### src/rtl/core/gauss_seidel_solver_defines.svh
// assertion macros shared by the solver rtl
// expects signals named clk and rst_n in the including module
`ifndef GAUSS_SEIDEL_SOLVER_DEFINES_SVH
`define GAUSS_SEIDEL_SOLVER_DEFINES_SVH

// same-cycle implication, checked out of reset
`define GSS_ASSERT_NOW(lbl, ante, cons, msg) \
  lbl: assert property (@(posedge clk) disable iff (!rst_n) (ante) |-> (cons)) \
    else $error(msg);

// next-cycle implication, checked out of reset
`define GSS_ASSERT_NEXT(lbl, ante, cons, msg) \
  lbl: assert property (@(posedge clk) disable iff (!rst_n) (ante) |=> (cons)) \
    else $error(msg);

`endif

### src/rtl/core/gss_pkg.sv
// shared types, constants and helpers for the gauss-seidel solver
// no dependencies
`timescale 1ns / 1ps

package gss_pkg;

  localparam int DATA_W   = 48;
  localparam int ERR_W    = 56;
  localparam int TOL_W    = 47;
  localparam int NV_W     = 4;
  localparam int ITER_W   = 8;
  localparam int VIDX_W   = 3;
  localparam int CFG_W    = 47;
  localparam int HALF_W   = 24;
  localparam int MAX_VARS = 8;

  localparam logic [DATA_W-1:0] VMAX = {1'b0, {(DATA_W-1){1'b1}}};
  localparam logic [DATA_W-1:0] VMIN = {1'b1, {(DATA_W-1){1'b0}}};

  localparam logic [NV_W-1:0]   NUM_VARS_RST = 4'd3;
  localparam logic [TOL_W-1:0]  TOL_RST      = 47'd4295;
  localparam logic [ITER_W-1:0] MAX_ITER_RST = 8'd30;

  typedef enum logic [1:0] {
    CFG_NUM_VARS  = 2'd0,
    CFG_TOLERANCE = 2'd1,
    CFG_MAX_ITER  = 2'd2
  } cfg_idx_t;

  typedef enum logic [13:0] {
    S_IDLE  = 14'b00000000000001,
    S_ROW   = 14'b00000000000010,
    S_JSEL  = 14'b00000000000100,
    S_MWAIT = 14'b00000000001000,
    S_MUL   = 14'b00000000010000,
    S_ACC   = 14'b00000000100000,
    S_BWAIT = 14'b00000001000000,
    S_DWAIT = 14'b00000010000000,
    S_DIV   = 14'b00000100000000,
    S_WB    = 14'b00001000000000,
    S_SWEEP = 14'b00010000000000,
    S_ORD   = 14'b00100000000000,
    S_OWAIT = 14'b01000000000000,
    S_OUT   = 14'b10000000000000
  } state_t;

  typedef struct packed {
    logic load;
    logic start;
    logic rd_mat;
    logic rd_sol;
    logic clr_sum;
    logic mul_start;
    logic acc;
    logic num;
    logic div_start;
    logic wb;
    logic clr_err;
    logic out_cap;
  } cmd_t;

  typedef struct packed {
    logic mul_done;
    logic div_done;
    logic err_lt_tol;
  } status_t;

  // sign and magnitude back to a saturated two's complement value
  function automatic logic [DATA_W-1:0] from_mag(input logic neg, input logic big,
                                                 input logic [DATA_W-2:0] m);
    logic [DATA_W-1:0] r;
    if (!neg) begin
      r = big ? VMAX : {1'b0, m};
    end else begin
      r = big ? VMIN : (~{1'b0, m} + 1'b1);
    end
    return r;
  endfunction

endpackage

### src/rtl/core/gss_ctrl.sv
// solver sequencer: load counting, row and sweep iteration, result emission
// depends on gss_pkg and gauss_seidel_solver_defines.svh
`timescale 1ns / 1ps
`include "gauss_seidel_solver_defines.svh"

module gss_ctrl #(
  parameter int MAX_VARS = 8,
  parameter int AW       = 7,
  parameter int IW       = 3,
  parameter int CW       = 4,
  parameter int LW       = 7
) (
  input  logic                          clk,
  input  logic                          rst_n,
  input  logic [gss_pkg::NV_W-1:0]      num_vars,
  input  logic [gss_pkg::ITER_W-1:0]    max_iterations,
  input  logic                          in_valid,
  output logic                          in_ready,
  output logic                          out_valid,
  input  logic                          out_ready,
  input  gss_pkg::status_t              status,
  output gss_pkg::cmd_t                 cmd,
  output logic [AW-1:0]                 mat_waddr,
  output logic [AW-1:0]                 mat_addr,
  output logic [IW-1:0]                 sol_addr,
  output logic [CW-1:0]                 k_idx,
  output logic                          last,
  output logic                          conv,
  output logic [gss_pkg::ITER_W-1:0]    sweeps
);

  localparam int MD = MAX_VARS * (MAX_VARS + 1);

  gss_pkg::state_t          state_r, state_nxt;
  logic [CW-1:0]            i_r, i_nxt, j_r, j_nxt, k_r, k_nxt;
  logic [AW-1:0]            base_r, base_nxt;
  logic [LW-1:0]            load_r, load_nxt, load_inc, total;
  logic [gss_pkg::ITER_W-1:0] sweep_r, sweep_nxt, limit;
  logic                     conv_r, conv_nxt;
  logic [CW-1:0]            n_eff;

  always_comb begin
    if (num_vars == '0) n_eff = CW'(1);
    else if (32'(num_vars) > MAX_VARS) n_eff = CW'(MAX_VARS);
    else n_eff = CW'(num_vars);
  end

  assign limit    = (max_iterations == '0) ? gss_pkg::ITER_W'(1) : max_iterations;
  assign total    = LW'(LW'(n_eff) * (LW'(n_eff) + LW'(1)));
  assign load_inc = load_r + LW'(1);

  always_comb begin
    state_nxt = state_r;
    i_nxt     = i_r;
    j_nxt     = j_r;
    k_nxt     = k_r;
    base_nxt  = base_r;
    load_nxt  = load_r;
    sweep_nxt = sweep_r;
    conv_nxt  = conv_r;
    cmd       = '0;
    in_ready  = 1'b0;
    out_valid = 1'b0;
    mat_addr  = base_r + AW'(j_r);
    sol_addr  = j_r[IW-1:0];
    unique case (state_r)
      gss_pkg::S_IDLE: begin
        in_ready = 1'b1;
        if (in_valid) begin
          cmd.load = (load_r < LW'(MD));
          load_nxt = load_inc;
          if (load_inc >= total) begin
            load_nxt  = '0;
            cmd.start = 1'b1;
            sweep_nxt = '0;
            conv_nxt  = 1'b0;
            i_nxt     = '0;
            base_nxt  = '0;
            state_nxt = gss_pkg::S_ROW;
          end
        end
      end
      gss_pkg::S_ROW: begin
        cmd.clr_sum = 1'b1;
        j_nxt       = '0;
        state_nxt   = gss_pkg::S_JSEL;
      end
      gss_pkg::S_JSEL: begin
        if (j_r == n_eff) begin
          // right-hand side of the row
          mat_addr   = base_r + AW'(n_eff);
          cmd.rd_mat = 1'b1;
          state_nxt  = gss_pkg::S_BWAIT;
        end else if (j_r == i_r) begin
          j_nxt = j_r + CW'(1);
        end else begin
          cmd.rd_mat = 1'b1;
          cmd.rd_sol = 1'b1;
          state_nxt  = gss_pkg::S_MWAIT;
        end
      end
      gss_pkg::S_MWAIT: begin
        cmd.mul_start = 1'b1;
        state_nxt     = gss_pkg::S_MUL;
      end
      gss_pkg::S_MUL: begin
        if (status.mul_done) state_nxt = gss_pkg::S_ACC;
      end
      gss_pkg::S_ACC: begin
        cmd.acc   = 1'b1;
        j_nxt     = j_r + CW'(1);
        state_nxt = gss_pkg::S_JSEL;
      end
      gss_pkg::S_BWAIT: begin
        cmd.num    = 1'b1;
        mat_addr   = base_r + AW'(i_r);
        sol_addr   = i_r[IW-1:0];
        cmd.rd_mat = 1'b1;
        cmd.rd_sol = 1'b1;
        state_nxt  = gss_pkg::S_DWAIT;
      end
      gss_pkg::S_DWAIT: begin
        cmd.div_start = 1'b1;
        state_nxt     = gss_pkg::S_DIV;
      end
      gss_pkg::S_DIV: begin
        if (status.div_done) state_nxt = gss_pkg::S_WB;
      end
      gss_pkg::S_WB: begin
        sol_addr = i_r[IW-1:0];
        cmd.wb   = 1'b1;
        i_nxt    = i_r + CW'(1);
        base_nxt = base_r + AW'(n_eff) + AW'(1);
        if (i_r + CW'(1) == n_eff) state_nxt = gss_pkg::S_SWEEP;
        else state_nxt = gss_pkg::S_ROW;
      end
      gss_pkg::S_SWEEP: begin
        sweep_nxt = sweep_r + gss_pkg::ITER_W'(1);
        k_nxt     = '0;
        if (status.err_lt_tol) begin
          conv_nxt  = 1'b1;
          state_nxt = gss_pkg::S_ORD;
        end else if (sweep_r + gss_pkg::ITER_W'(1) == limit) begin
          state_nxt = gss_pkg::S_ORD;
        end else begin
          cmd.clr_err = 1'b1;
          i_nxt       = '0;
          base_nxt    = '0;
          state_nxt   = gss_pkg::S_ROW;
        end
      end
      gss_pkg::S_ORD: begin
        sol_addr   = k_r[IW-1:0];
        cmd.rd_sol = 1'b1;
        state_nxt  = gss_pkg::S_OWAIT;
      end
      gss_pkg::S_OWAIT: begin
        cmd.out_cap = 1'b1;
        state_nxt   = gss_pkg::S_OUT;
      end
      gss_pkg::S_OUT: begin
        out_valid = 1'b1;
        if (out_ready) begin
          if (k_r + CW'(1) == n_eff) begin
            state_nxt = gss_pkg::S_IDLE;
          end else begin
            k_nxt     = k_r + CW'(1);
            state_nxt = gss_pkg::S_ORD;
          end
        end
      end
      default: state_nxt = gss_pkg::S_IDLE;
    endcase
  end

  always_ff @(posedge clk) begin
    if (!rst_n) begin
      state_r <= gss_pkg::S_IDLE;
      i_r     <= '0;
      j_r     <= '0;
      k_r     <= '0;
      base_r  <= '0;
      load_r  <= '0;
      sweep_r <= '0;
      conv_r  <= 1'b0;
    end else begin
      state_r <= state_nxt;
      i_r     <= i_nxt;
      j_r     <= j_nxt;
      k_r     <= k_nxt;
      base_r  <= base_nxt;
      load_r  <= load_nxt;
      sweep_r <= sweep_nxt;
      conv_r  <= conv_nxt;
    end
  end

  assign mat_waddr = load_r[AW-1:0];
  assign k_idx     = k_r;
  assign last      = (k_r + CW'(1) == n_eff);
  assign conv      = conv_r;
  assign sweeps    = sweep_r;

  `GSS_ASSERT_NOW(a_no_overlap, in_ready, !out_valid, "input taken while a result is pending")
  `GSS_ASSERT_NEXT(a_conv_set, (state_r == gss_pkg::S_SWEEP) && status.err_lt_tol, conv_r,
                   "converged flag not set after small sweep error")
  `GSS_ASSERT_NOW(a_row_range, (state_r == gss_pkg::S_DIV), i_r < n_eff,
                  "row index beyond system size")
  `GSS_ASSERT_NOW(a_out_range, out_valid, (k_r < n_eff) && (sweep_r != '0),
                  "result index out of range or no sweep done")

endmodule

### config.mk
export PLATFORM = sky130hd
export DESIGN_NAME = gss_ctrl
export DESIGN_NICKNAME = d
export VERILOG_FILES = /design/src/rtl/core/gss_pkg.sv /design/src/rtl/core/gss_ctrl.sv
export VERILOG_INCLUDE_DIRS = /design/src /design/src/rtl/core
export SDC_FILE = /design/constraint.sdc
export NUM_CORES = 1
export LEC_CHECK = 0
export BUFFER_PORTS_ARGS = -buffer_cell sky130_fd_sc_hd__buf_2
export CAP_MARGIN = 20
export CORE_MARGIN = 2
export CORE_UTILIZATION = 25
export DETAILED_ROUTE_END_ITERATION = 10
export PLACE_DENSITY = 0.45
export RECOVER_POWER = 50
export SLEW_MARGIN = 20
export SYNTH_ARGS = -nofsm -noshare
export SYNTH_HDL_FRONTEND = slang
export SYNTH_SLANG_ARGS = --single-unit
### constraint.sdc
create_clock -name clk -period 6.6 [get_ports clk]
set_input_delay 0.99 -clock clk [delete_from_list [all_inputs] [get_ports clk]]
set_output_delay 0.99 -clock clk [all_outputs]
set_load 0.01 [all_outputs]
==> impl_results.rst <==
.. list-table::
   :header-rows: 1

   * - Metric
     - Value
   * - Post-CTS Repair Setup Buffers
     - 0
   * - Distinct cell type count of the synthesized netlist
     - 77
   * - Post-detailed-route count of antenna-violating nets
     - 0
   * - Cell row count
     - 49
   * - Final Critical Period
     - 6.10 ns
   * - Via density per instance
     - 5.03
   * - Depth of the worst register-to-register path
     - 6
   * - Area of the placeable core
     - 18000 um^2
   * - Overall die width
     - 139 um
   * - Number of max-cap violations
     - 0
   * - Global-route wire length before repair
     - approximately 23 mm
   * - Type of destination of the critical path
     - output port
   * - Num ports
     - 64
   * - Number of design-rule violations left by the first detailed-router iteration
     - 311
   * - Average instance area after synthesis
     - 8.01 um^2
   * - Reg-to-reg setup timing slack
     - 3.41 ns
   * - Final clock period utilization by the worst path
     - just over 90%
   * - Status
     - finished clean
   * - # clock sinks
     - 49
   * - Count of pins over their slew limit
     - 0
   * - Number of antenna repair diodes
     - 0
   * - Highest fanout seen on the critical path
     - 5
   * - Achievable Freq
     - ~160 MHz
   * - Via count
     - 4284
   * - Accumulated negative setup slack
     - 0 ns
   * - Crit path launch type
     - input pin
   * - Utilization after layout
     - 28.8%
   * - Area of the die
     - 19400 um^2
   * - GPL Wtd Cong
     - 0.874
   * - Synthesis warning total
     - 0
   * - Final hold viol count
     - 0
   * - Storage cell area
     - around 980 um^2
   * - Via count of the first global-routing pass
     - around 4200
   * - Post-CTS resize count
     - 0
   * - DRC violations left
     - 0
   * - R2r endpoint
     - j_r[3]$_SDFFE_PN0P_
   * - Proportion of layout cells with a drive suffix above 1
     - 12.7%
   * - Worst hold path endpoint
     - conv$_SDFFE_PN0P_
   * - Area growth from synthesis to layout
     - 13.0%
   * - Worst clock skew
     - 0.00494 ns
   * - Type of the tightest min-delay check
     - flip-flop to flip-flop
   * - Gate count of the mapped netlist
     - 572
   * - Pin count of the biggest net entering global routing
     - 23
   * - Initial antenna violation count
     - 0
   * - Cell depth of the worst hold path
     - 2
   * - # fillers
     - 1975
   * - Unrepaired setup endpoints after global routing
     - false
   * - Synth Register Bits
     - between 40 and 50
   * - Cell area after technology mapping
     - 4580 um^2
   * - DR WL/cell
     - 16.5 um
   * - CTS tree
     - built
   * - Total setup violations reported at the end of the flow
     - 0
   * - Nets
     - 685
   * - Sequential share of the synthesized area
     - 21.4%
   * - Required time of the worst setup path
     - 5.61 ns
   * - Transition time at the pin with the least slew margin
     - approximately 1.1 ns
   * - TritonCTS buffer count
     - 5
   * - Startpoint of the lowest-slack hold path
     - conv$_SDFFE_PN0P_
   * - Worst-Skew Late Latency
     - ~0.30 ns
   * - Worst slew margin relative to its limit
     - 29.5%
   * - Starting Density
     - 25.5%
   * - Clock slew at reported path FFs
     - ~0.070 ns
   * - Total Routed Length
     - 14.0 mm
   * - Number of I/O port buffers
     - 63
   * - PwrDens
     - slightly below 200 nW/um^2
   * - Number of detailed-route iterations in the first pass
     - 5
   * - Global router's overall resource usage
     - 14.3%
   * - Number of H-tree levels
     - 2
   * - Clock tree root buffer cell
     - sky130_fd_sc_hd__clkbuf_16
   * - Arrival time worst endpoint
     - 5.11 ns
   * - Number of synthesized flops with an enable pin
     - 0
   * - Worst setup path category
     - input pin to output port
   * - Remaining global-route overflow
     - 0
   * - Origin of the critical flop-to-flop path
     - state_r[1]$_SDFFE_PN0P_
   * - Leakage power figure
     - 2.17 nW
   * - Largest vdd supply drop
     - 0.0000910 V
   * - Maximum root-to-sink buffer count
     - 2
   * - Main flop type after synthesis
     - sky130_fd_sc_hd__dfxtp_1
   * - Multi-input gate area
     - 3320 um^2
   * - Placed wire-length estimate
     - 11.2 mm
   * - Async set or reset register ratio after synthesis
     - 0%
   * - Cts hold-fix bufs
     - 0
   * - Die Y
     - 139 um
==> area by class of cell <==
type / instances / area share (%)
tap: 229 / 5.53
multi-input combinational: 468 / 64.0
clock buffer: 6 / 2.68
inverter: 31 / 2.25
clock inverter: 2 / 0.724
sequential: 49 / 18.9
timing repair buffer: 67 / 5.87
==> logic make-up (layout without fill, tap and decap cells) <==
kind of cell,Yosys count,in the layout,synth area share (%)
flip-flops,49,49,21.4
multiplexers,3,3,0.655
AO/OA/AOI/OAI,117,117,18.3
adder cells (fa/ha/maj),44,44,13.5
AND/OR/NAND/NOR,241,241,29.3
XOR/XNOR,61,61,11.7
other,1,2,0.0818
buffers and inverters,56,106,5.13
==> cells in the mapped netlist, types with 6 or more instances <==
cell type	count	area (um^2)
sky130_fd_sc_hd__dfxtp_1	49	981
sky130_fd_sc_hd__o211ai_1	11	82.6
sky130_fd_sc_hd__inv_1	30	113
sky130_fd_sc_hd__a22oi_1	8	60.1
sky130_fd_sc_hd__or2_2	6	37.5
sky130_fd_sc_hd__a31oi_1	7	43.8
sky130_fd_sc_hd__ha_1	35	438
sky130_fd_sc_hd__nand4_1	11	68.8
sky130_fd_sc_hd__xor2_1	23	201
sky130_fd_sc_hd__fa_1	9	180
sky130_fd_sc_hd__nand2_1	52	195
sky130_fd_sc_hd__o21ai_0	16	80.1
sky130_fd_sc_hd__a21o_1	7	52.6
sky130_fd_sc_hd__nor3_1	11	55.1
sky130_fd_sc_hd__xnor2_1	38	333
sky130_fd_sc_hd__nand3_1	21	105
sky130_fd_sc_hd__and3_1	6	37.5
sky130_fd_sc_hd__a21oi_1	31	155
sky130_fd_sc_hd__clkbuf_1	17	63.8
sky130_fd_sc_hd__nor2_1	71	267
==> metrics by stage <==
stage / setup WS (ns) / cells / hold WS, ns / power, mW / instance area [um^2]
after global routing: 0.236 / 852 / 0.522 / 1.06 / 5180
after detailed placement: 0.447 / 844 / 0.449 / 0.709 / 5100
final: 0.498 / 852 / 0.469 / 0.999 / 5180
after floorplan: 0.710 / 573 / 0.452 / 0.591 / 4590
after CTS: 0.448 / 852 / 0.468 / 1.03 / 5280
after global placement: 0.511 / 844 / 0.445 / 0.711 / 5100
==> where the power goes <==
group | total, mW | switching (mW) | internal, mW
registers | 0.322 | 0.0150 | 0.307
logic | 0.364 | 0.238 | 0.126
clock network | 0.313 | 0.124 | 0.190
==> metal layers <==
metal  wire length (um)  vias to the layer above  global-route usage, %
li1                   -                     2133                      -
met1               6620                     2045                   19.0
met4                276                        0                   4.15
met2               6690                       90                   24.3
met3                452                       16                   1.75
met5                  0                        -                      0
==> registers in the layout (all words and copies together), names as in the netlist <==
name / cells
conv: 1
j_r: 4
base_r: 7
mat_waddr: 7
k_idx: 4
i_r: 4
state_r: 14
sweeps: 8
==> cells in the final DEF (no fill, tap or decap), types with 6 or more instances in the layout <==
master and n:
sky130_fd_sc_hd__nor2_1 71, sky130_fd_sc_hd__nand2_1 52, sky130_fd_sc_hd__dfxtp_1 49, sky130_fd_sc_hd__xnor2_1 38, sky130_fd_sc_hd__buf_2 36, sky130_fd_sc_hd__ha_1 35, sky130_fd_sc_hd__a21oi_1 31, sky130_fd_sc_hd__inv_1 30
sky130_fd_sc_hd__clkbuf_1 29, sky130_fd_sc_hd__xor2_1 23, sky130_fd_sc_hd__nand3_1 21, sky130_fd_sc_hd__o21ai_0 16, sky130_fd_sc_hd__nor3_1 13, sky130_fd_sc_hd__o211ai_1 11, sky130_fd_sc_hd__nand4_1 11, sky130_fd_sc_hd__fa_1 9
sky130_fd_sc_hd__a22oi_1 8, sky130_fd_sc_hd__a31oi_1 7, sky130_fd_sc_hd__a21o_1 7, sky130_fd_sc_hd__or4_1 6, sky130_fd_sc_hd__nor4_1 6, sky130_fd_sc_hd__and3_1 6, sky130_fd_sc_hd__or2_2 6
==> worst max-delay path: stages <==
cell and delay (ns):
sky130_fd_sc_hd__clkbuf_1 0.08, sky130_fd_sc_hd__inv_1 0.10, sky130_fd_sc_hd__nand2_1 0.12, sky130_fd_sc_hd__inv_1 0.20, sky130_fd_sc_hd__ha_1 0.18, sky130_fd_sc_hd__inv_1 0.04, sky130_fd_sc_hd__ha_1 0.29, sky130_fd_sc_hd__nor2_1 0.17
sky130_fd_sc_hd__fa_1 0.44, sky130_fd_sc_hd__fa_1 0.49, sky130_fd_sc_hd__ha_1 0.30, sky130_fd_sc_hd__a41o_1 0.21, sky130_fd_sc_hd__a21oi_1 0.17, sky130_fd_sc_hd__xor2_1 0.18, sky130_fd_sc_hd__ha_1 0.26, sky130_fd_sc_hd__nand2_1 0.06
sky130_fd_sc_hd__a21oi_1 0.04, sky130_fd_sc_hd__a211o_1 0.28, sky130_fd_sc_hd__a21oi_1 0.30, sky130_fd_sc_hd__nor2_1 0.07, sky130_fd_sc_hd__buf_2 0.14
==> worst max path at each step <==
stage	startpoint	slack, ns	end	depth (start not counted)
2_1_floorplan	num_vars[1]	0.71	cmd[10]	19
3_3_place_gp	num_vars[3]	0.51	cmd[10]	21
3_5_place_dp	num_vars[3]	0.45	cmd[10]	21
4_1_cts	num_vars[3]	0.45	cmd[10]	21
5_1_grt	num_vars[3]	0.24	cmd[10]	21
6_report	num_vars[3]	0.50	cmd[10]	21
Note: power is estimated with default switching activity, not from simulation.
